==> config.mk <==
export PLATFORM = sky130hd
export DESIGN_NAME = one_wire_bus_master_core_flat
export DESIGN_NICKNAME = d
export VERILOG_FILES = /design/src/sv/owbm_pkg.sv /design/src/sv/owbm_if.sv /design/src/sv/one_wire_bus_master_core.sv /design/src/flat_wrapper.sv
export SDC_FILE = /design/constraint.sdc
export NUM_CORES = 1
export LEC_CHECK = 0
export ABC_AREA = 1
export BUFFER_PORTS_ARGS = -buffer_cell sky130_fd_sc_hd__buf_2
export CAP_MARGIN = 30
export CORE_MARGIN = 5
export CORE_UTILIZATION = 36
export DETAILED_ROUTE_END_ITERATION = 12
export GPL_TIMING_DRIVEN = 0
export SLEW_MARGIN = 20
export SYNTH_ARGS = -nofsm -noshare
export SYNTH_HDL_FRONTEND = slang
export SYNTH_SLANG_ARGS = --single-unit
==> constraint.sdc <==
create_clock -name clk -period 2.9 [get_ports clk]
set_input_delay 0 -clock clk [delete_from_list [all_inputs] [get_ports clk]]
set_output_delay 0 -clock clk [all_outputs]
set_load 0.05 [all_outputs]
==> src/sv/owbm_pkg.sv <==
// package for the one-wire bus master core
// holds item types, operation codes, register indexes, reset values and the delay loader
// no dependencies
package owbm_pkg;

  localparam int COUNT_BITS = 10;
  localparam int CFG_WIDTH  = 10;
  localparam int IDX_WIDTH  = 3;

  localparam logic [1:0] OP_TICK  = 2'd0;
  localparam logic [1:0] OP_RESET = 2'd1;
  localparam logic [1:0] OP_BYTE  = 2'd2;
  localparam logic [1:0] OP_CMD   = 2'd3;

  localparam logic [IDX_WIDTH-1:0] REG_RESET_LOW     = 3'd0;
  localparam logic [IDX_WIDTH-1:0] REG_PRESENCE_WAIT = 3'd1;
  localparam logic [IDX_WIDTH-1:0] REG_RESET_TAIL    = 3'd2;
  localparam logic [IDX_WIDTH-1:0] REG_SLOT_LOW      = 3'd3;
  localparam logic [IDX_WIDTH-1:0] REG_SLOT_END      = 3'd4;

  localparam logic [9:0] RESET_LOW_DEFAULT     = 10'd480;
  localparam logic [9:0] PRESENCE_WAIT_DEFAULT = 10'd72;
  localparam logic [9:0] RESET_TAIL_DEFAULT    = 10'd428;
  localparam logic [7:0] SLOT_LOW_DEFAULT      = 8'd2;
  localparam logic [7:0] SLOT_END_DEFAULT      = 8'd45;

  localparam logic [7:0] SKIP_ROM_BYTE = 8'hCC;
  localparam logic [3:0] BITS_PER_BYTE = 4'd8;

  localparam logic [1:0] STAGE_NONE = 2'd0;
  localparam logic [1:0] STAGE_RST  = 2'd1;
  localparam logic [1:0] STAGE_SKIP = 2'd2;
  localparam logic [1:0] STAGE_CMD  = 2'd3;

  localparam logic [COUNT_BITS-1:0] COUNT_MAX = {COUNT_BITS{1'b1}};

  typedef struct packed {
    logic [1:0] operation;
    logic [7:0] data_byte;
    logic       line_level;
  } in_item_t;

  typedef struct packed {
    logic       drive_low;
    logic       busy_res;
    logic       done_res;
    logic [7:0] read_byte;
    logic       bus_error;
  } out_item_t;

  // saturate to the counter range, zero counts as one microsecond
  function automatic logic [COUNT_BITS-1:0] load_delay(input logic [9:0] v);
    logic [COUNT_BITS-1:0] r;
    if (COUNT_BITS < 10 && v > 10'(COUNT_MAX)) begin
      r = COUNT_MAX;
    end else begin
      r = COUNT_BITS'(v);
    end
    if (r == '0) begin
      r = COUNT_BITS'(1);
    end
    return r;
  endfunction

endpackage

==> src/sv/owbm_if.sv <==
// valid/ready channel interfaces for the one-wire bus master core
// depends on owbm_pkg for the item types
interface owbm_in_if;
  logic               valid;
  logic               ready;
  owbm_pkg::in_item_t payload;

  modport source (output valid, output payload, input ready);
  modport sink (input valid, input payload, output ready);
endinterface

interface owbm_out_if;
  logic                valid;
  logic                ready;
  owbm_pkg::out_item_t payload;

  modport source (output valid, output payload, input ready);
  modport sink (input valid, input payload, output ready);
endinterface

==> src/sv/one_wire_bus_master_core.sv <==
// one-wire bus master core: reset, byte transfer and skip-rom command sequencer
// depends on owbm_pkg and the channel interfaces in owbm_if.sv
//
// usage: every item on in_ch is either a one-microsecond tick carrying the sampled
// line level, or a start of a reset, a byte transfer or a command (reset, skip rom,
// command byte). each accepted item yields exactly one result on out_ch with the
// line drive state, busy, done, the last read-back byte and the bus error flag.
// the state update and result are registered when an item is accepted and the result
// is valid in the next cycle. throughput is one item per cycle while out_ch takes every
// result; when out_ch stalls, the result register holds and in_ch.ready drops until the
// result is taken; a new item is accepted in the same cycle the old result leaves.
// the cfg port writes the delay registers; it is meant for use while idle.
// synchronous reset returns to idle with the line released, clears the status and
// loads the default timing (480/72/428/2/45 us).
module one_wire_bus_master_core (
  input  logic                                 clk,
  input  logic                                 rst,
  input  logic                                 cfg_we,
  input  logic [owbm_pkg::IDX_WIDTH-1:0]       cfg_index,
  input  logic [owbm_pkg::CFG_WIDTH-1:0]       cfg_data,
  owbm_in_if.sink                              in_ch,
  owbm_out_if.source                           out_ch
);

  typedef enum logic [2:0] {
    PH_IDLE,
    PH_RST_LOW,
    PH_RST_WAIT,
    PH_RST_TAIL,
    PH_SLOT_LOW,
    PH_SLOT_SAMPLE,
    PH_SLOT_END
  } phase_t;

  localparam int CB = owbm_pkg::COUNT_BITS;

  logic [9:0] reset_low_us, presence_wait_us, reset_tail_us;
  logic [7:0] slot_low_us, slot_end_us;

  phase_t          phase, phase_next;
  logic [CB-1:0]   us_countdown, us_countdown_next;
  logic [7:0]      shift_byte, shift_byte_next;
  logic [3:0]      bits_left, bits_left_next;
  logic [7:0]      pending_cmd, pending_cmd_next;
  logic [1:0]      cmd_stage, cmd_stage_next;
  logic            error_flag, error_flag_next;
  logic            line_driven, line_driven_next;
  logic [7:0]      last_read, last_read_next;
  logic            done;
  logic            expired;
  logic [CB-1:0]   count_dec;
  logic            out_valid;
  owbm_pkg::out_item_t out_item;
  logic            accept;

  owbm_pkg::in_item_t item;
  assign item = in_ch.payload;

  assign in_ch.ready    = !out_valid || out_ch.ready;
  assign accept         = in_ch.valid && in_ch.ready;
  assign out_ch.valid   = out_valid;
  assign out_ch.payload = out_item;

  always_ff @(posedge clk) begin
    if (rst) begin
      reset_low_us     <= owbm_pkg::RESET_LOW_DEFAULT;
      presence_wait_us <= owbm_pkg::PRESENCE_WAIT_DEFAULT;
      reset_tail_us    <= owbm_pkg::RESET_TAIL_DEFAULT;
      slot_low_us      <= owbm_pkg::SLOT_LOW_DEFAULT;
      slot_end_us      <= owbm_pkg::SLOT_END_DEFAULT;
    end else if (cfg_we) begin
      unique case (cfg_index)
        owbm_pkg::REG_RESET_LOW:     reset_low_us     <= cfg_data[9:0];
        owbm_pkg::REG_PRESENCE_WAIT: presence_wait_us <= cfg_data[9:0];
        owbm_pkg::REG_RESET_TAIL:    reset_tail_us    <= cfg_data[9:0];
        owbm_pkg::REG_SLOT_LOW:      slot_low_us      <= cfg_data[7:0];
        owbm_pkg::REG_SLOT_END:      slot_end_us      <= cfg_data[7:0];
        default: ;
      endcase
    end
  end

  assign count_dec = us_countdown - CB'(1);
  assign expired   = (count_dec == '0);

  always_comb begin
    phase_next        = phase;
    us_countdown_next = us_countdown;
    shift_byte_next   = shift_byte;
    bits_left_next    = bits_left;
    pending_cmd_next  = pending_cmd;
    cmd_stage_next    = cmd_stage;
    error_flag_next   = error_flag;
    line_driven_next  = line_driven;
    last_read_next    = last_read;
    done              = 1'b0;

    if (item.operation != owbm_pkg::OP_TICK) begin
      if (phase == PH_IDLE) begin
        line_driven_next = 1'b1;
        unique case (item.operation)
          owbm_pkg::OP_BYTE: begin
            cmd_stage_next    = owbm_pkg::STAGE_NONE;
            shift_byte_next   = item.data_byte;
            bits_left_next    = owbm_pkg::BITS_PER_BYTE;
            phase_next        = PH_SLOT_LOW;
            us_countdown_next = owbm_pkg::load_delay({2'b00, slot_low_us});
          end
          owbm_pkg::OP_CMD: begin
            pending_cmd_next  = item.data_byte;
            cmd_stage_next    = owbm_pkg::STAGE_RST;
            phase_next        = PH_RST_LOW;
            us_countdown_next = owbm_pkg::load_delay(reset_low_us);
          end
          default: begin
            cmd_stage_next    = owbm_pkg::STAGE_NONE;
            phase_next        = PH_RST_LOW;
            us_countdown_next = owbm_pkg::load_delay(reset_low_us);
          end
        endcase
      end
    end else if (phase != PH_IDLE) begin
      if (phase != PH_SLOT_SAMPLE) begin
        us_countdown_next = count_dec;
      end
      unique case (phase)
        PH_RST_LOW: begin
          if (expired) begin
            line_driven_next  = 1'b0;
            phase_next        = PH_RST_WAIT;
            us_countdown_next = owbm_pkg::load_delay(presence_wait_us);
          end
        end
        PH_RST_WAIT: begin
          if (expired) begin
            error_flag_next   = item.line_level;
            phase_next        = PH_RST_TAIL;
            us_countdown_next = owbm_pkg::load_delay(reset_tail_us);
          end
        end
        PH_RST_TAIL: begin
          if (expired) begin
            if (!item.line_level) begin
              error_flag_next = 1'b1;
            end
            if (cmd_stage == owbm_pkg::STAGE_RST) begin
              cmd_stage_next    = owbm_pkg::STAGE_SKIP;
              shift_byte_next   = owbm_pkg::SKIP_ROM_BYTE;
              bits_left_next    = owbm_pkg::BITS_PER_BYTE;
              line_driven_next  = 1'b1;
              phase_next        = PH_SLOT_LOW;
              us_countdown_next = owbm_pkg::load_delay({2'b00, slot_low_us});
            end else begin
              cmd_stage_next = owbm_pkg::STAGE_NONE;
              phase_next     = PH_IDLE;
              done           = 1'b1;
            end
          end
        end
        PH_SLOT_LOW: begin
          if (expired) begin
            if (shift_byte[0]) begin
              line_driven_next = 1'b0;
            end
            phase_next = PH_SLOT_SAMPLE;
          end
        end
        PH_SLOT_SAMPLE: begin
          shift_byte_next   = {shift_byte[0] & item.line_level, shift_byte[7:1]};
          bits_left_next    = bits_left - 4'd1;
          phase_next        = PH_SLOT_END;
          us_countdown_next = owbm_pkg::load_delay({2'b00, slot_end_us});
        end
        PH_SLOT_END: begin
          if (expired) begin
            line_driven_next = 1'b0;
            priority if (bits_left != 4'd0) begin
              line_driven_next  = 1'b1;
              phase_next        = PH_SLOT_LOW;
              us_countdown_next = owbm_pkg::load_delay({2'b00, slot_low_us});
            end else if (cmd_stage == owbm_pkg::STAGE_SKIP) begin
              cmd_stage_next    = owbm_pkg::STAGE_CMD;
              shift_byte_next   = pending_cmd;
              bits_left_next    = owbm_pkg::BITS_PER_BYTE;
              line_driven_next  = 1'b1;
              phase_next        = PH_SLOT_LOW;
              us_countdown_next = owbm_pkg::load_delay({2'b00, slot_low_us});
            end else if (cmd_stage == owbm_pkg::STAGE_CMD) begin
              cmd_stage_next = owbm_pkg::STAGE_NONE;
              phase_next     = PH_IDLE;
              done           = 1'b1;
            end else begin
              last_read_next = shift_byte;
              cmd_stage_next = owbm_pkg::STAGE_NONE;
              phase_next     = PH_IDLE;
              done           = 1'b1;
            end
          end
        end
        default: begin
          phase_next       = PH_IDLE;
          line_driven_next = 1'b0;
          cmd_stage_next   = owbm_pkg::STAGE_NONE;
        end
      endcase
    end
  end

  always_ff @(posedge clk) begin
    if (rst) begin
      phase        <= PH_IDLE;
      us_countdown <= '0;
      shift_byte   <= '0;
      bits_left    <= '0;
      pending_cmd  <= '0;
      cmd_stage    <= owbm_pkg::STAGE_NONE;
      error_flag   <= 1'b0;
      line_driven  <= 1'b0;
      last_read    <= '0;
      out_valid    <= 1'b0;
    end else begin
      if (accept) begin
        phase        <= phase_next;
        us_countdown <= us_countdown_next;
        shift_byte   <= shift_byte_next;
        bits_left    <= bits_left_next;
        pending_cmd  <= pending_cmd_next;
        cmd_stage    <= cmd_stage_next;
        error_flag   <= error_flag_next;
        line_driven  <= line_driven_next;
        last_read    <= last_read_next;
        out_valid    <= 1'b1;
      end else if (out_ch.ready) begin
        out_valid <= 1'b0;
      end
    end
  end

  // result register, no reset needed
  always_ff @(posedge clk) begin
    if (accept) begin
      out_item.drive_low <= line_driven_next;
      out_item.busy_res  <= (phase_next != PH_IDLE);
      out_item.done_res  <= done;
      out_item.read_byte <= last_read_next;
      out_item.bus_error <= error_flag_next;
    end
  end

  a_accept_gives_result: assert property (@(posedge clk) disable iff (rst)
    accept |=> out_valid)
    else $error("accepted transfer produced no result");

  a_drive_only_busy: assert property (@(posedge clk) disable iff (rst)
    out_valid |-> !(out_item.drive_low && !out_item.busy_res))
    else $error("line driven low while idle");

  a_done_not_busy: assert property (@(posedge clk) disable iff (rst)
    out_valid && out_item.done_res |-> !out_item.busy_res)
    else $error("done reported while still busy");

  a_bits_in_range: assert property (@(posedge clk) disable iff (rst)
    bits_left <= owbm_pkg::BITS_PER_BYTE)
    else $error("bit counter out of range");

  a_idle_released: assert property (@(posedge clk) disable iff (rst)
    phase == PH_IDLE |-> !line_driven && cmd_stage == owbm_pkg::STAGE_NONE)
    else $error("idle with line driven or command pending");

endmodule

==> src/flat_wrapper.sv <==
// flat-port wrapper written by rule: the top's interface ports become plain ports
module one_wire_bus_master_core_flat 
  (clk, rst, cfg_we, cfg_index, cfg_data, in_ch_valid, in_ch_payload, in_ch_ready, out_ch_valid, out_ch_payload, out_ch_ready);
  owbm_in_if in_ch_i ();
  owbm_out_if out_ch_i ();
  input  logic clk;
  input  logic rst;
  input  logic cfg_we;
  input  logic [owbm_pkg::IDX_WIDTH-1:0] cfg_index;
  input  logic [owbm_pkg::CFG_WIDTH-1:0] cfg_data;
  input wire logic [$bits(in_ch_i.valid)-1:0] in_ch_valid;
  input wire logic [$bits(in_ch_i.payload)-1:0] in_ch_payload;
  output wire logic [$bits(in_ch_i.ready)-1:0] in_ch_ready;
  output wire logic [$bits(out_ch_i.valid)-1:0] out_ch_valid;
  output wire logic [$bits(out_ch_i.payload)-1:0] out_ch_payload;
  input wire logic [$bits(out_ch_i.ready)-1:0] out_ch_ready;
  assign in_ch_i.valid = in_ch_valid;
  assign in_ch_i.payload = in_ch_payload;
  assign in_ch_ready = in_ch_i.ready;
  assign out_ch_valid = out_ch_i.valid;
  assign out_ch_payload = out_ch_i.payload;
  assign out_ch_i.ready = out_ch_ready;
  one_wire_bus_master_core u_core (.clk(clk), .rst(rst), .cfg_we(cfg_we), .cfg_index(cfg_index), .cfg_data(cfg_data), .in_ch(in_ch_i), .out_ch(out_ch_i));
endmodule
After elaboration in Yosys (flattened, before gate mapping)
Index checks and enable logic that the tools add are counted.
Widths: inputs -> output; s select.
{ "op_classes": {"n_addsub": 2, "eq_ne": 24, "n_mux": 134, "bitwise": 2, "n_reduce_logical": 35} }
{ "op_table": {"columns": ["cell", "count"], "rows": [
  ["$mux 10", 56],
  ["$mux 8", 16],
  ["$logic_not 10->1", 10],
  ["$pmux 10 s5", 1],
  ["$mux 3", 12],
  ["$mux 4", 9],
  ["$mux 1", 24],
  ["$pmux 8 s3", 1],
  ["$pmux 10 s2", 1],
  ["$pmux 3 s6", 1],
  ["$mux 2", 8],
  ["$eq 3x2->1 const B", 4],
  ["$eq 3x3->1 const B", 4],
  ["$ne 3x1->1 const B", 4],
  ["$pmux 4 s3", 1],
  ["$reduce_and 10->1", 1],
  ["$reduce_and 2->1", 5],
  ["$sub 10x1->10 const B", 1],
  ["$eq 2x2->1 const B", 4],
  ["$reduce_bool 4->1", 2],
  ["$reduce_and 7->1", 1],
  ["$eq 3x1->1 const B", 2],
  ["$logic_not 3->1", 2],
  ["$pmux 2 s3", 1],
  ["19 further kinds", 26]
]} }
{ "totals": {"ff_bits": 104, "in_bits": 29, "out_inout_bits": 14, "word_cells": 217} }

Longest topological paths before layout
{ "depth": {"ltp_word": 15, "ltp_mapped": 19, "ltp_nobuf": 19} }

Least setup slack after synthesis
Ideal clock, no wire load.
{ "synth_path": {"path_type": "reg-to-reg", "start": "register u_core.out_valid, in the netlist u_core.out_ch.valid", "end": "register u_core.last_read[6]", "setup_ns": 0.113, "arrival_time_ns": 2.235, "required_time_ns": 2.787, "slack_ns": 0.552, "stages_incl_launch_ff": 9, "path_buffers": 1, "synth_period_minus_slack_ns": 2.348, "path_cell_list": "dfxtp_1 > nand2_1 > nand2_1 > clkinv_1 > clkbuf_1 > nor2_1 > nor2_1 > o21ai_1 > inv_1"} }
{ "synth_between": {"elab_chain_len": 3} }
{ "synth_lines": {"columns": ["item", "line_no", "source"], "rows": [
  ["start, declared", "one_wire_bus_master_core.sv:52", "logic out_valid;"],
  ["start signal, assigned", "one_wire_bus_master_core.sv:220", "out_valid <= 1'b0;"],
  ["start signal, assigned", "one_wire_bus_master_core.sv:232", "out_valid <= 1'b1;"],
  ["start signal, assigned", "one_wire_bus_master_core.sv:234", "out_valid <= 1'b0;"],
  ["$logic_not 1->1", "one_wire_bus_master_core.sv:59", "assign in_ch.ready = !out_valid || out_ch.ready;"],
  ["$logic_or 1x1->1", "one_wire_bus_master_core.sv:59", null],
  ["via in_ch_ready", "flat_wrapper.sv:13", "output wire logic [$bits(in_ch_i.ready)-1:0] in_ch_ready;"],
  ["$logic_and 1x1->1", "one_wire_bus_master_core.sv:60", "assign accept = in_ch.valid && in_ch.ready;"],
  ["via u_core.accept", "one_wire_bus_master_core.sv:54", "logic accept;"],
  ["end signal, assigned", "one_wire_bus_master_core.sv:231", "last_read <= last_read_next;"],
  ["end, declared", "one_wire_bus_master_core.sv:48", "logic [7:0] last_read, last_read_next;"]
]} }
The timed path passes the listed nets, and every way through them passes these cells.
A chain may end at the register's enable or synchronous reset.

Worst setup path in the final report
{ "layout_path": {"start": "register u_core.us_countdown[0]", "end": "register u_core.out_item (netlist bit u_core.out_ch.payload[10]) (data pin)"} }
{ "layout_between": {"elab_chain_len": 7, "word_cells_on_any_way": 11, "cone_classes": "add/sub: 1; mux: 8; reduce/logical: 2"} }
{ "layout_lines": {"columns": ["item", "line_no", "source"], "rows": [
  ["start, declared", "one_wire_bus_master_core.sv:41", "logic [CB-1:0] us_countdown, us_countdown_next;"],
  ["start signal, assigned", "one_wire_bus_master_core.sv:224", "us_countdown <= us_countdown_next;"],
  ["$sub 10x1->10 (*)", "one_wire_bus_master_core.sv:83", "assign count_dec = us_countdown - CB'(1);"],
  ["$logic_not 10->1 (*)", "one_wire_bus_master_core.sv:84", "assign expired = (count_dec == '0);"],
  ["$mux 3, on equally long branches", null, null],
  ["$pmux 3 s6 (*)", "one_wire_bus_master_core.sv:126", "unique case (phase)"],
  ["$mux 3 (*)", "one_wire_bus_master_core.sv:122", "end else if (phase != PH_IDLE) begin"],
  ["$mux 3 (*)", "one_wire_bus_master_core.sv:98", "if (item.operation != owbm_pkg::OP_TICK) begin"],
  ["$reduce_bool 3->1 (*)", "one_wire_bus_master_core.sv:243", "out_item.busy_res <= (phase_next != PH_IDLE);"],
  ["end, declared", "one_wire_bus_master_core.sv:53", "owbm_pkg::out_item_t out_item;"]
]} }
Mark *: on every way between the ends. The rest lies on a longest branch, timed or not.

==> flow_metrics.py <==
metrics = {
    "run_status": {
        "status": "finished, final reports clean",
    },
    "synth": {
        "synth_cells": 881,
        "synth_cell_types": 42,
        "synthesis.area_sq_um": 5920,
        "yosysSeqAreaShare_pct": 37.2,
        "yosysWarnings": 0,
        "async_flop_share_pct": 0,
        "ys_seq_elements": 104,
        "synth_edf_count": 12,
        "synth_area_leaders": "dfxtp_1 (31%), nand2_1 (11%), inv_1 (7.2%)",
        "ys.flop_type": "dfxtp_1",
        "synth_area_leader_cell": "dfxtp_1",
        "syn-num-nets": 916,
        "yosysTopAreaCellShare_pct": 31.1,
        "syn_area_per_cell_sq_um": 6.71,
    },
    "layout": {
        "areaGrowthSynthToFinish_pct": 16.8,
        "final_util_pct": 43.2,
        "fin_nets": 989,
        "mostFrequentLayoutCells": "nand2_1 (174), inv_1 (114), nor2_1 (109)",
        "layout-drive-gt1-share_pct": 13.3,
        "diodes": 0,
        "layout_commonest_cell": "nand2_1",
    },
    "clock_network": {
        "htree_levels": 3,
        "numCtsBuffers": 9,
        "clkLatencyLatePin_ns": 0.36,
        "postCtsResizedCells": 0,
        "clk_pin_slew_ns": 0.07,
        "cts_root_buffer": "clkbuf_16",
        "clock_sinks": 104,
        "cts_buffer_depth": 2,
        "post_cts_buffers": 0,
        "holdBufCountCts": 19,
        "cts_tree": "yes",
    },
    "worst_setup_path": {
        "required_ns": 3.00,
        "endpoint_kind": "register",
        "rrSetupSlack_ns": 0.31,
        "rr_worst_depth": 15,
        "crit_chain": "inv_2 > ha_1 > nand2_2 > nand2_1 > nor2_1 > nand3_1 > nor2_1 > nand3_2 > nor2_8 > buf_6 > o21ai_2 > o21ai_1 > nand3_1 > a21oi_1 > nand3_1",
        "r2r_end": "u_core.out_ch.payload[10]$_DFFE_PP_",
        "critPathMaxFanout": 10,
        "cp.arrival_ns": 2.69,
        "setup.worst_path.start_class": "register",
        "critPathKind": "register to register",
        "slowest_delay_ns": 0.41,
        "slowest_stage": "dfxtp_1",
        "r2r-start": "u_core.us_countdown[0]$_SDFFE_PP0P_",
        "cp_common_cell": "nand3_1",
    },
    "placement": {
        "dp.final_hpwl_microns": 13900,
        "routabilityCongestion": 0.953,
        "io_buffers": 41,
    },
    "sta": {
        "post-route-period-util_pct": 89.5,
        "timing.fmax_mhz": 385,
        "worst_slew_pin_slew_ns": 0.801,
        "rsz0062_at_grt": "no",
        "relSlewSlack_pct": 46.4,
        "finalSetupViolCount": 0,
        "fin_hold_ws_ns": 0.0428,
        "slew_viol_final": 0,
        "finClkSkew_ns": 0.00781,
        "hold_viol": 0,
        "min_period_ns": 2.59,
        "fin_tns_setup_ns": 0,
    },
    "grt": {
        "antenna_found_initial": 0,
        "grt_max_degree": 22,
        "gr-total-overflow": 0,
        "grt_pass1_vias": 5362,
        "grt_usage_pct": 18.8,
        "grt_first_pass_wirelength_microns": 29200,
    },
    "drt": {
        "via_count": 5932,
        "drtIter0Drc": 408,
        "drc": 0,
        "vias_per_cell": 5.05,
        "drt-total-wl_microns": 18300,
        "postRouteAntennaNets": 0,
        "drt-pass1-iter-count": 5,
        "wl_per_cell_microns": 15.6,
    },
    "die": {
        "die-area_sq_um": 19100,
        "start_util_pct": 37.0,
        "row_count": 46,
        "core_sq_um": 16000,
        "die_x_microns": 138,
        "die_h_microns": 138,
        "io_pins": 43,
    },
    "pwr": {
        "leakage_nw": 3.03,
        "peakVddDrop_mv": 0.364,
        "powerDensity_nw_per_um2": 564,
        "totalPowerFinal_mw": 3.90,
    },
    "hold_path": {
        "worstHoldStart": "cfg_index[1]",
        "hold_path.class": "primary input to register",
        "holdPathEnd": "u_core.presence_wait_us[3]$_SDFFE_PP1P_",
        "holdPathStages": 4,
    },
    "flow_run": {
        "cap_viol_max_count": 0,
    },
}
==> synth_stat cells, types with 2 or more instances <==
cell type	n
nand2_1	174
nand3_4	2
a221oi_1	12
nor2_2	9
nand3_1	69
nor3_1	8
dfxtp_1	92
ha_1	6
nand4_1	5
o211ai_1	11
clkinv_1	3
nand2_4	2
a21oi_1	52
clkbuf_1	22
a31oi_1	2
o21ai_1	24
buf_2	4
or2_2	2
buf_6	5
xor2_1	2
o21ai_0	75
inv_1	114
nor2_8	2
nor2_4	2
nor2_1	109
o22ai_1	8
nand2_2	16
o21ai_2	10
nor4_1	5
edfxtp_1	12
inv_2	11
==> metrics by stage <==
| step | worst slack (ns) | instances | cell area, sq um |
|---|---|---|---|
| global route | 0.0369 | 1175 | 6910 |
| CTS | 0.306 | 1173 | 6900 |
| global placement | 0.316 | 1138 | 6390 |
| floorplan | 0.552 | 881 | 5920 |
| detailed placement | 0.323 | 1138 | 6390 |
| finish | 0.305 | 1175 | 6910 |
==> logic make-up (layout without fill, tap and decap cells) <==
| kind of cell | after synthesis | in the layout | share of synthesized area, % |
|---|---|---|---|
| DFF | 104 | 104 | 37.2 |
| and+or+nand+nor | 409 | 409 | 31.0 |
| adders and majority gates | 6 | 6 | 1.27 |
| xor gates and xnor gates | 2 | 2 | 0.296 |
| buffers and inverters | 160 | 238 | 10.9 |
| AOI/OAI and AO/OA | 200 | 200 | 19.3 |
==> flip-flops by register name, indices dropped and copies added, names as in the netlist, 2 cells and up <==
register / flops
u_core.reset_tail_us: 10
u_core.presence_wait_us: 10
u_core.reset_low_us: 10
u_core.cmd_stage: 2
u_core.slot_low_us: 8
u_core.us_countdown: 10
u_core.phase: 3
u_core.bits_left: 4
u_core.pending_cmd: 8
u_core.last_read: 8
u_core.shift_byte: 8
u_core.slot_end_us: 8
u_core.out_ch.payload: 12
==> how the worst max path moves through the flow <==
stage	from	to	slack, ns	cells past startpoint
floorplan	u_core.out_ch.valid$_SDFFE_PP0P_	u_core.last_read[6]$_SDFFE_PP0P_	0.55	8
global placement	u_core.us_countdown[0]$_SDFFE_PP0P_	u_core.out_ch.payload[10]$_DFFE_PP_	0.32	15
detailed placement	u_core.us_countdown[0]$_SDFFE_PP0P_	u_core.out_ch.payload[10]$_DFFE_PP_	0.32	15
CTS	u_core.us_countdown[0]$_SDFFE_PP0P_	u_core.out_ch.payload[10]$_DFFE_PP_	0.31	15
global route	u_core.us_countdown[0]$_SDFFE_PP0P_	u_core.out_ch.payload[10]$_DFFE_PP_	0.04	16
finish	u_core.us_countdown[0]$_SDFFE_PP0P_	u_core.out_ch.payload[10]$_DFFE_PP_	0.31	15
==> power breakdown <==
group	internal [mW]	leakage, nW	switching (mW)	total (mW)
logic	0.316	2.01	0.683	1.00
clock network	0.688	0.150	0.600	1.29
registers	1.55	0.872	0.0636	1.61
total	2.55	3.03	1.35	3.90
==> area by class of cell <==
type	count	area, sq um
Inverter	128	480
Clock buffer	9	225
Clock inverter	7	88.8
Multi-Input combinational cell	617	3070
Sequential cell	104	2200
Buffer	32	166
Timing Repair Buffer	62	412
Fill cell	1757	9090
Tap cell	216	270
==> worst max-delay path: cells and delay by family, from the launching register on <==
kind	cells	cell delay, ns
simple gates	9	1.05
flops	1	0.41
compound gates	3	0.31
buf+inv	2	0.30
fa+ha+maj	1	0.28
==> routing by layer <==
metal / GRT usage (%) / routed length, microns
met3: 2.83 / 1250
met2: 27.9 / 7760
met1: 27.8 / 8810
met5: 0 / 0
met4: 6.40 / 479
Power figures use the tool's default switching activity.
